### src/design/bfa_pkg.sv
// ---------------------------------------------------------------------------
// bfa_pkg: shared definitions for the bitmap frame allocator
// Request codes, status codes, register indexes and the map command bundle.
// ---------------------------------------------------------------------------
package bfa_pkg;

  localparam int ADDR_W = 48;

  localparam logic [1:0] REQ_ALLOC = 2'd0;
  localparam logic [1:0] REQ_FREE  = 2'd1;
  localparam logic [1:0] REQ_INIT  = 2'd2;

  localparam logic [1:0] ST_OK      = 2'd0;
  localparam logic [1:0] ST_OOM     = 2'd1;
  localparam logic [1:0] ST_BELOW   = 2'd2;
  localparam logic [1:0] ST_INVALID = 2'd3;

  localparam logic CFG_BASE = 1'b0;
  localparam logic CFG_MEM  = 1'b1;

  // Command bundle from the request engine to the used-bit map.
  typedef struct packed {
    logic rd;
    logic wr;
    logic clear;
  } map_cmd_t;

endpackage

### src/design/bfa_engine.sv
// ---------------------------------------------------------------------------
// bfa_engine: request sequencer
// Runs alloc, free and init requests against the used-bit map with
// read-modify-write and holds the allocator's live base, frame count and
// free counter.
// ---------------------------------------------------------------------------
module bfa_engine
  import bfa_pkg::*;
#(
  parameter int MAX_FRAME_COUNT = 65536,
  parameter int WORD_BITS       = 64,
  parameter int PAGE_BYTES      = 4096,
  parameter int WADDR_W         = 10,
  parameter int FCNT_W          = 17
) (
  input  logic               clk,
  input  logic               rst_n,
  input  logic               req_go,
  input  logic [1:0]         req_type,
  input  logic [ADDR_W-1:0]  free_address,
  input  logic [ADDR_W-1:0]  cfg_base,
  input  logic [ADDR_W-1:0]  cfg_mem_bytes,
  output logic               idle,
  output logic               res_valid,
  input  logic               res_ready,
  output logic [1:0]         res_status,
  output logic [ADDR_W-1:0]  res_addr,
  output logic [FCNT_W-1:0]  res_count,
  output map_cmd_t           map_cmd,
  output logic [WADDR_W-1:0] map_rd_addr,
  output logic [WADDR_W-1:0] map_wr_addr,
  output logic [WORD_BITS-1:0] map_wr_data,
  input  logic [WORD_BITS-1:0] map_rd_data
);

  localparam int MAP_WORDS  = (MAX_FRAME_COUNT + WORD_BITS - 1) / WORD_BITS;
  localparam int PAGE_SHIFT = $clog2(PAGE_BYTES);
  localparam int BIT_W      = $clog2(WORD_BITS);
  localparam int IDX_W      = ADDR_W - PAGE_SHIFT;
  localparam int FB_W       = $clog2(MAP_WORDS * WORD_BITS + 1);

  typedef enum logic [5:0] {
    S_IDLE = 6'b000001,
    S_SCAN = 6'b000010,
    S_ADDR = 6'b000100,
    S_FCHK = 6'b001000,
    S_FRD  = 6'b010000,
    S_DONE = 6'b100000
  } state_t;

  state_t              state_r, state_nxt;
  logic [ADDR_W-1:0]   live_base_r, live_base_nxt;
  logic [FCNT_W-1:0]   live_frames_r, live_frames_nxt;
  logic [FCNT_W-1:0]   free_cnt_r, free_cnt_nxt;
  logic [WADDR_W-1:0]  cur_word_r, cur_word_nxt;
  logic [FB_W-1:0]     frame_base_r, frame_base_nxt;
  logic [FB_W-1:0]     alloc_idx_r, alloc_idx_nxt;
  logic [ADDR_W-1:0]   fr_addr_r, fr_addr_nxt;
  logic [WADDR_W-1:0]  fr_word_r, fr_word_nxt;
  logic [BIT_W-1:0]    fr_bit_r, fr_bit_nxt;
  logic [1:0]          res_status_r, res_status_nxt;
  logic [ADDR_W-1:0]   res_addr_r, res_addr_nxt;

  logic                zero_found;
  logic [BIT_W-1:0]    zero_bit;
  logic [FB_W-1:0]     cand_idx;
  logic [FB_W-1:0]     next_base;
  logic                scan_hit;
  logic                scan_more;
  logic [WORD_BITS-1:0] set_mask;
  logic [WORD_BITS-1:0] clr_mask;
  logic [ADDR_W:0]     diff;
  logic [IDX_W-1:0]    fidx;
  logic [IDX_W-1:0]    mem_frames;
  logic [FCNT_W-1:0]   frames_cap;

  // Lowest clear bit of the map word that came back from memory.
  always_comb begin
    zero_found = 1'b0;
    zero_bit   = '0;
    for (int i = WORD_BITS - 1; i >= 0; i--) begin
      if (!map_rd_data[i]) begin
        zero_found = 1'b1;
        zero_bit   = BIT_W'(i);
      end
    end
  end

  assign cand_idx  = frame_base_r + FB_W'(zero_bit);
  assign next_base = frame_base_r + FB_W'(WORD_BITS);
  assign scan_hit  = zero_found && (cand_idx < FB_W'(live_frames_r));
  assign scan_more = !zero_found && (next_base < FB_W'(live_frames_r));
  assign set_mask  = {{(WORD_BITS-1){1'b0}}, 1'b1} << zero_bit;
  assign clr_mask  = ~({{(WORD_BITS-1){1'b0}}, 1'b1} << fr_bit_r);

  assign diff       = {1'b0, fr_addr_r} - {1'b0, live_base_r};
  assign fidx       = diff[ADDR_W-1:PAGE_SHIFT];
  assign mem_frames = cfg_mem_bytes[ADDR_W-1:PAGE_SHIFT];
  assign frames_cap = (mem_frames > IDX_W'(MAX_FRAME_COUNT)) ?
                      FCNT_W'(MAX_FRAME_COUNT) : mem_frames[FCNT_W-1:0];

  always_comb begin
    state_nxt       = state_r;
    live_base_nxt   = live_base_r;
    live_frames_nxt = live_frames_r;
    free_cnt_nxt    = free_cnt_r;
    cur_word_nxt    = cur_word_r;
    frame_base_nxt  = frame_base_r;
    alloc_idx_nxt   = alloc_idx_r;
    fr_addr_nxt     = fr_addr_r;
    fr_word_nxt     = fr_word_r;
    fr_bit_nxt      = fr_bit_r;
    res_status_nxt  = res_status_r;
    res_addr_nxt    = res_addr_r;
    map_cmd         = '0;
    map_rd_addr     = cur_word_r + WADDR_W'(1);
    map_wr_addr     = cur_word_r;
    map_wr_data     = map_rd_data | set_mask;

    case (state_r)
      S_IDLE: begin
        if (req_go) begin
          res_status_nxt = ST_OK;
          res_addr_nxt   = '0;
          case (req_type)
            REQ_ALLOC: begin
              if (live_frames_r == '0) begin
                res_status_nxt = ST_OOM;
                state_nxt      = S_DONE;
              end else begin
                map_cmd.rd     = 1'b1;
                map_rd_addr    = '0;
                cur_word_nxt   = '0;
                frame_base_nxt = '0;
                state_nxt      = S_SCAN;
              end
            end
            REQ_FREE: begin
              fr_addr_nxt = free_address;
              state_nxt   = S_FCHK;
            end
            REQ_INIT: begin
              live_base_nxt   = cfg_base;
              live_frames_nxt = frames_cap;
              free_cnt_nxt    = frames_cap;
              map_cmd.clear   = 1'b1;
              state_nxt       = S_DONE;
            end
            default: begin
              state_nxt = S_DONE;
            end
          endcase
        end
      end
      S_SCAN: begin
        // One map word per cycle; the next row is read while this one is
        // examined.
        if (scan_hit) begin
          map_cmd.wr    = 1'b1;
          free_cnt_nxt  = free_cnt_r - FCNT_W'(1);
          alloc_idx_nxt = cand_idx;
          state_nxt     = S_ADDR;
        end else if (scan_more) begin
          map_cmd.rd     = 1'b1;
          cur_word_nxt   = cur_word_r + WADDR_W'(1);
          frame_base_nxt = next_base;
        end else begin
          res_status_nxt = ST_OOM;
          state_nxt      = S_DONE;
        end
      end
      S_ADDR: begin
        res_addr_nxt = live_base_r + (ADDR_W'(alloc_idx_r) << PAGE_SHIFT);
        state_nxt    = S_DONE;
      end
      S_FCHK: begin
        if (diff[ADDR_W]) begin
          res_status_nxt = ST_BELOW;
          state_nxt      = S_DONE;
        end else if (fidx >= IDX_W'(live_frames_r)) begin
          res_status_nxt = ST_INVALID;
          state_nxt      = S_DONE;
        end else begin
          map_cmd.rd  = 1'b1;
          map_rd_addr = fidx[BIT_W +: WADDR_W];
          fr_word_nxt = fidx[BIT_W +: WADDR_W];
          fr_bit_nxt  = fidx[BIT_W-1:0];
          state_nxt   = S_FRD;
        end
      end
      S_FRD: begin
        if (map_rd_data[fr_bit_r]) begin
          map_cmd.wr   = 1'b1;
          map_wr_addr  = fr_word_r;
          map_wr_data  = map_rd_data & clr_mask;
          free_cnt_nxt = free_cnt_r + FCNT_W'(1);
        end else begin
          res_status_nxt = ST_INVALID;
        end
        state_nxt = S_DONE;
      end
      S_DONE: begin
        if (res_ready) begin
          state_nxt = S_IDLE;
        end
      end
      default: begin
        state_nxt = S_IDLE;
      end
    endcase
  end

  always_ff @(posedge clk) begin
    if (!rst_n) begin
      state_r       <= S_IDLE;
      live_base_r   <= '0;
      live_frames_r <= '0;
      free_cnt_r    <= '0;
    end else begin
      state_r       <= state_nxt;
      live_base_r   <= live_base_nxt;
      live_frames_r <= live_frames_nxt;
      free_cnt_r    <= free_cnt_nxt;
    end
  end

  always_ff @(posedge clk) begin
    cur_word_r   <= cur_word_nxt;
    frame_base_r <= frame_base_nxt;
    alloc_idx_r  <= alloc_idx_nxt;
    fr_addr_r    <= fr_addr_nxt;
    fr_word_r    <= fr_word_nxt;
    fr_bit_r     <= fr_bit_nxt;
    res_status_r <= res_status_nxt;
    res_addr_r   <= res_addr_nxt;
  end

  assign idle       = (state_r == S_IDLE);
  assign res_valid  = (state_r == S_DONE);
  assign res_status = res_status_r;
  assign res_addr   = res_addr_r;
  assign res_count  = free_cnt_r;

endmodule

### config.mk
export PLATFORM = sky130hd
export DESIGN_NAME = bfa_engine
export DESIGN_NICKNAME = d
export VERILOG_FILES = /design/src/design/bfa_pkg.sv /design/src/design/bfa_engine.sv
export SDC_FILE = /design/constraint.sdc
export NUM_CORES = 1
export LEC_CHECK = 0
export BUFFER_PORTS_ARGS = -buffer_cell sky130_fd_sc_hd__buf_2
export CORE_UTILIZATION = 52
export CTS_BUF_LIST = sky130_fd_sc_hd__clkbuf_2
export DETAILED_ROUTE_END_ITERATION = 7
export PLACE_DENSITY = 0.77
export SLEW_MARGIN = 20
export SYNTH_ARGS = -nofsm -noshare
export SYNTH_HDL_FRONTEND = slang
export SYNTH_SLANG_ARGS = --single-unit
### constraint.sdc
create_clock -name clk -period 11.8 [get_ports clk]
set_input_delay 0.59 -clock clk [delete_from_list [all_inputs] [get_ports clk]]
set_output_delay 0.59 -clock clk [all_outputs]
set_load 0.02 [all_outputs]
==> results of run 1 <==
## power breakdown
part | internal (mW) | total [mW] | switching (mW)
Sequential | 0.938 | 0.959 | 0.0206
Clock | 0.258 | 0.612 | 0.354
Combinational | 0.193 | 0.505 | 0.312
## registers in the layout (all words and copies together) (netlist names)
| register | cells |
|---|---|
| fr_word_r | 10 |
| fr_addr_r | 48 |
| live_frames_r | 17 |
| live_base_r | 48 |
| res_status | 2 |
| fr_bit_r | 6 |
| res_addr | 48 |
| alloc_idx_r | 17 |
| state_r | 6 |
| res_count | 17 |
| frame_base_r | 11 |
| cur_word_r | 10 |
## cells by family (layout without fill, tap and decap cells)
kind of cell / Yosys count / after routing / share of synthesized area
other: 0 / 4 / 0
DFF: 240 / 240 / 0.381
AOI/OAI and AO/OA: 523 / 523 / 0.191
and+or+nand+nor: 712 / 712 / 0.206
adders and majority gates: 127 / 127 / 0.0967
muxes: 47 / 47 / 0.0448
xor gates and xnor gates: 72 / 72 / 0.0380
buffers and inverters: 180 / 723 / 0.0419
## cells in the mapped netlist, types with 18 or more instances
master	instances
and2_1	31
mux4_2	20
xnor2_1	54
nor3_1	34
nor2_1	154
edfxtp_1	152
nor2b_1	22
o21ai_0	188
inv_1	116
nand3_1	85
xor2_1	18
nand2_1	233
clkbuf_1	50
a21o_1	36
nand2b_1	22
nor4_1	26
ha_1	125
dfxtp_1	88
a31oi_1	23
a21oi_1	149
nand4_1	29
## worst min-delay path, delay by kind of cell
kind                   cells  cell delay, ns
buffers and inverters      1            0.10
AOI/OAI and AO/OA          1            0.05
and+or+nand+nor            3            0.26
## final cells by class
type / instances / area (µm²) / area share
diodes: 4 / 10.0 / 0.000488
clock inverters: 8 / 62.6 / 0.00305
repair buffers: 490 / 3070 / 0.150
well taps: 402 / 503 / 0.0245
flip-flops and latches: 240 / 6330 / 0.308
inverters: 117 / 439 / 0.0214
multi-input cells: 1481 / 9570 / 0.466
clock buffers: 108 / 541 / 0.0263
## per-stage QoR
step / utilization / instances / cell area (µm²) / total power [mW]
6_report: 0.652 / 2850 / 20500 / 2.08
5_1_grt: 0.652 / 2850 / 20500 / 2.18
4_1_cts: 0.652 / 2846 / 20500 / 2.07
3_5_place_dp: 0.596 / 2615 / 18800 / 1.44
3_3_place_gp: 0.596 / 2615 / 18800 / 1.42
2_1_floorplan: - / 1901 / 16600 / 1.26
## worst max path at each step
stage                            startpoint              to  slack [ns]
3_5_place_dp   live_base_r[13]$_SDFFE_PN0P_  map_rd_addr[0]        4.63
2_1_floorplan  live_base_r[12]$_SDFFE_PN0P_  map_rd_addr[8]        6.04
4_1_cts        live_base_r[12]$_SDFFE_PN0P_  map_rd_addr[0]        3.58
6_report       live_base_r[12]$_SDFFE_PN0P_  map_rd_addr[0]        3.56
5_1_grt        live_base_r[12]$_SDFFE_PN0P_  map_rd_addr[0]        3.08
3_3_place_gp   live_base_r[13]$_SDFFE_PN0P_  map_rd_addr[6]        4.77
## routing by layer
metal / GRT usage / vias up / share of wire
met5: 0 / - / 0
met4: 0.191 / 0 / 0.055
met3: 0.0604 / 227 / 0.081
met2: 0.607 / 1069 / 0.47
met1: 0.440 / 8146 / 0.39
li1: - / 7980 / -
## repair_timing
action,CTS,global route
setup endpoints to repair,0,0
endpoints found under the hold margin,123,0
hold buffers,115,0
buffers inserted,0,0
## placed cells by master (no fill, tap or decap), types with 7 or more instances in the layout
master / count
buf_2: 357
nand2_1: 232
o21ai_0: 188
nor2_1: 154
edfxtp_1: 152
a21oi_1: 148
ha_1: 125
inv_1: 115
dlygate4sd3_1: 115
clkbuf_2: 108
dfxtp_1: 88
nand3_1: 85
xnor2_1: 54
a21o_1: 36
nor3_1: 33
and2_1: 30
nand4_1: 29
nor4_1: 26
a31oi_1: 23
nand2b_1: 22
nor2b_1: 22
mux4_2: 20
xor2_1: 18
buf_4: 18
and3_1: 17
a211oi_1: 17
mux2i_1: 15
o21a_1: 14
or2_2: 13
o21bai_1: 11
or3_1: 11
mux2_2: 10
nand3b_1: 8
o211ai_1: 8
o21ai_1: 7
==> results.tsv, run 1 <==
metric	value	unit
status	complete, no violations	
Mean Syn Cell Area	8.72	µm²
cts repair resizes	0	
max incr delay on CP	0.76	ns
Final Max Tran Viols	0	
asr flop ratio synth	0	
Pleak	8.41	nW
number of global-route vias before repair	16600	
CTS tree	built	
Final Hold Vio Count	0	
cts bufs inserted	61	
DRC errors left	0	
Fill cells	2563	
H-tree levels	2	
CP most frequent cell	nand4_1	
Iteration-0 DRC Markers	1644	
max_slew headroom	0.327	
WHS Endpoint	live_frames_r[2]$_SDFFE_PN0P_	
sequential fraction of the synthesis area	0.381	
CP delay by family, top	compound AO/OA/AOI/OAI gates	
All-Layer GR Usage	0.359	
Min-Delay Path Class	in -> reg	
Setup crit end kind	output port	
worst path arrival time	7.65	ns
WP depth	26	
port bufs	357	
DRT Pass-1 Iters	7	
clock sink count	240	
kind of critical path	reg -> out	
dominant synthesized flop cell	edfxtp_1	
Core ar.	0.0315	mm²
post-DP HPWL	44100	µm
synth unique cells	81	
initial antenna violation count	5	
total grt overflow	0	
DRT antenna net count	0	
P&R area growth vs syn	23.8	%
power density over the cells	101	mW/mm²
wire per inst	21.0	µm
vias per std cell	6.11	
most area-consuming cells after synthesis	edfxtp_1, dfxtp_1, ha_1	
die area	0.0326	mm²
post-route setup TNS	0	ns
initial core utilization	0.527	
PnR worst setup slack	3.56	ns
Final min period	8.24	ns
FF+latch count, synth	240	
Routed WL	59700	µm
Worst R2R Setup Slack	4.50	ns
Crit-path slowest cell	o31ai_2	
Layout Nets	2732	
clock-pin slew on the worst setup and hold paths	0.10	ns
layout cell share with drive strength beyond 1	0.226	
first-pass GRT wire length	91500	µm
Worst Skew	0.0457	ns
WP buf/inv	3	
RSZ-0062 raised after global routing	no	
Die Y	181	µm
Post-synth EDFFs	152	
post-synth top area share	0.275	
yosys warns	0	
Slew @ Worst Pin	0.999	ns
die width	181	µm
worst reg2reg path depth	25	
routed vias	17400	
Place WS	4.63	ns
CP startpoint kind	flip-flop	
max-cap violations	0	
Core Rows	65	
RR Endpoint	fr_bit_r[0]$_DFFE_PP_	
worst r2r src	live_base_r[12]$_SDFFE_PN0P_	
Tcrit/Tclk final	0.698	
I/O pins	370	
worst-skew pair later-pin latency	0.91	ns
area leader, netlist	edfxtp_1	
# setup viols final	0	
Max Fanout on Critical Path	12	
Hold WS	0.148	ns
hold_sp	cfg_mem_bytes[14]	
Routability Congestion	1.08	
Data required, critical path	11.21	ns
Longest Clk Path Bufs	3	
Mapped Area	0.0166	mm²
Worst Hold Depth	5	
Peak VDD IR	0.0000743	V
root buf cell	clkbuf_2	
largest net degree at the start of global routing	70	
fmax	121	MHz
Post-Synthesis Cells	1901	
Synth Net Count	2242	
Power figures use the tool's default switching activity.
==> run 2, diff against run 1 <==
clock period = 8.2 ns   (was 11.8 ns; I/O delays follow)
==> run 2 against run 1 <==
Cell count grew 0.60%. Wire length grew 0.44%. Worst setup slack lost 2.9 ns. Flip-flop and latch count unchanged. Global-route usage increased by 0.34 points. Clock skew is 0.047 ns higher. Largest power group unchanged. Highest routed layer unchanged.
==> results.tsv, run 2 (synthesis gave the netlist of run 1 again) <==
metric	value	unit	change
wire per inst	20.9	µm	was 21.0 µm
Max Fanout on Critical Path	11		was 12
Die Y	181	µm	unchanged
initial core utilization	0.527		unchanged
Place WS	1.40	ns	was 4.63 ns
fin util	0.657		was 0.652
Routability Congestion	0.990		was 1.08
CP delay by family, top	compound AO/OA/AOI/OAI gates		unchanged
number of global-route vias before repair	16800		was 16.6k
register area	0.00633	mm²	unchanged
routed vias	17600		was 17.4k
area of the multi-input gates	0.00959	mm²	was 0.00957 mm²
Min-Delay Path Class	in -> reg		unchanged
die area	0.0326	mm²	unchanged
clock-pin slew on the worst setup and hold paths	0.12	ns	was 0.10 ns
Met3 Wirelength	5530	µm	was 4830 µm
RSZ-0062 raised after global routing	no		unchanged
total grt overflow	0		unchanged
Data required, critical path	7.79	ns	was 11.21 ns
Hold WS	0.0818	ns	was 0.148 ns
Final min period	7.55	ns	
Pleak	8.46	nW	was 8.41 nW
kind of critical path	reg -> out		unchanged
CP most frequent cell	nand4_1		unchanged
Slew @ Worst Pin	0.998	ns	was 0.999 ns
# setup viols final	0		unchanged
Final Hold Vio Count	0		unchanged
max_slew headroom	0.328		was 0.327
CTS tree	built		unchanged
max incr delay on CP	0.57	ns	was 0.76 ns
Highest Signal Layer	met4		unchanged
Final Max Tran Viols	0		unchanged
post-CTS setup buffers	0		unchanged
worst-skew pair later-pin latency	0.95	ns	was 0.91 ns
most frequent cells in the layout	buf_2, nand2_1, o21ai_0, nor2_1, edfxtp_1		unchanged
cts bufs inserted	66		was 61
worst path arrival time	7.14	ns	was 7.65 ns
clock sink count	240		unchanged
fmax	133	MHz	
Setup crit end kind	output port		unchanged
commonest non-fill, non-tap cell in the layout	buf_2		unchanged
H-tree levels	3		was 2
worst r2r src	live_base_r[14]$_SDFFE_PN0P_		was live_base_r[12]$_SDFFE_PN0P_
Crit-path slowest cell	o31ai_4		was o31ai_2
P&R area growth vs syn	24.8	%	was 23.8%
Tcrit/Tclk final	0.920		
largest net degree at the start of global routing	70		unchanged
Core Rows	65		unchanged
post-route setup TNS	0	ns	unchanged
Longest Clk Path Bufs	3		unchanged
hold_sp	cfg_mem_bytes[29]		was cfg_mem_bytes[14]
first-pass GRT wire length	92000	µm	was 91500 µm
DRT antenna net count	0		unchanged
status	complete, no violations		unchanged
die width	181	µm	unchanged
Layout Nets	2748		was 2732
max-cap violations	0		unchanged
Core ar.	0.0315	mm²	unchanged
worst setup path startpoint	live_base_r[14]$_SDFFE_PN0P_		was live_base_r[12]$_SDFFE_PN0P_
Peak VDD IR	0.0000998	V	was 0.0000743 V
DRC errors left	0		unchanged
layout cell share with drive strength beyond 1	0.223		was 0.226
PnR worst setup slack	0.653	ns	was 3.56 ns
WP buf/inv	3		unchanged
Met1 Wirelength	23300	µm	was 23400 µm
initial antenna violation count	6		was 5
port bufs	357		unchanged
I/O pins	370		unchanged
Worst Skew	0.0929	ns	was 0.0457 ns
met2 WL post-DR	27500	µm	was 28200 µm
Fill cells	2580		was 2563
All-Layer GR Usage	0.363		was 0.359
Routed WL	60000	µm	was 59700 µm
Placement Cell Area	0.0188	mm²	unchanged
vias per std cell	6.12		was 6.11
power density over the cells	147	mW/mm²	was 101 mW/mm²
design area	0.0207	mm²	was 0.0205 mm²
DRT Pass-1 Iters	6		was 7
post-DP HPWL	44300	µm	was 44100 µm
root buf cell	clkbuf_2		unchanged
Iteration-0 DRC Markers	1593		was 1644
CP startpoint kind	flip-flop		unchanged
run 2: power breakdown:
part	switching, mW	internal [mW]
Clock	0.543	0.384
Combinational	0.452	0.281
Sequential	0.0290	1.35
run 2: metal layers:
metal  up-vias  global-route usage
met3       230              0.0600
li1       8023                   -
met1      8163               0.451
met5         -                   0
met4         0               0.222
met2      1142               0.593
run 2: final timing paths:
kind | endpoint | slack [ns] | depth (start not counted)
max | map_rd_addr[8] | 0.65 | 26
min | live_frames_r[16]$_SDFFE_PN0P_ | 0.08 | 5
max reg2reg | fr_word_r[6]$_DFFE_PP_ | 1.56 | 24
min reg2reg | live_base_r[11]$_SDFFE_PN0P_ | 0.47 | 2
run 2: timing repair:
item,4_1_cts,5_1_grt
resized for setup,0,2
hold buffers,126,0
setup endpoints to repair,0,10
hold endpoints to repair,135,0
run 2: worst reg2reg max path: cells and delay by family (launching register included):
family / cells / cell delay (ns)
buffers and inverters: 2 / 0.66
DFF: 1 / 0.39
AOI/OAI and AO/OA: 9 / 2.14
adders and majority gates: 2 / 0.67
xor gates and xnor gates: 1 / 0.33
and+or+nand+nor: 10 / 2.04
run 2: metrics by stage:
stage	std cells	total power [mW]
final	2867	3.04
after global routing	2865	3.18
after CTS	2859	3.02
after detailed placement	2615	2.07
after global placement	2615	2.05
after floorplan	1901	1.82
run 2: area by class of cell:
class / count / area share
Inverter: 117 / 0.0212
Timing Repair Buffer: 501 / 0.154
Multi-Input combinational cell: 1481 / 0.463
Tap cell: 402 / 0.0243
Sequential cell: 240 / 0.306
Clock inverter: 20 / 0.00683
Clock buffer: 98 / 0.0237
Antenna cell: 8 / 0.000968
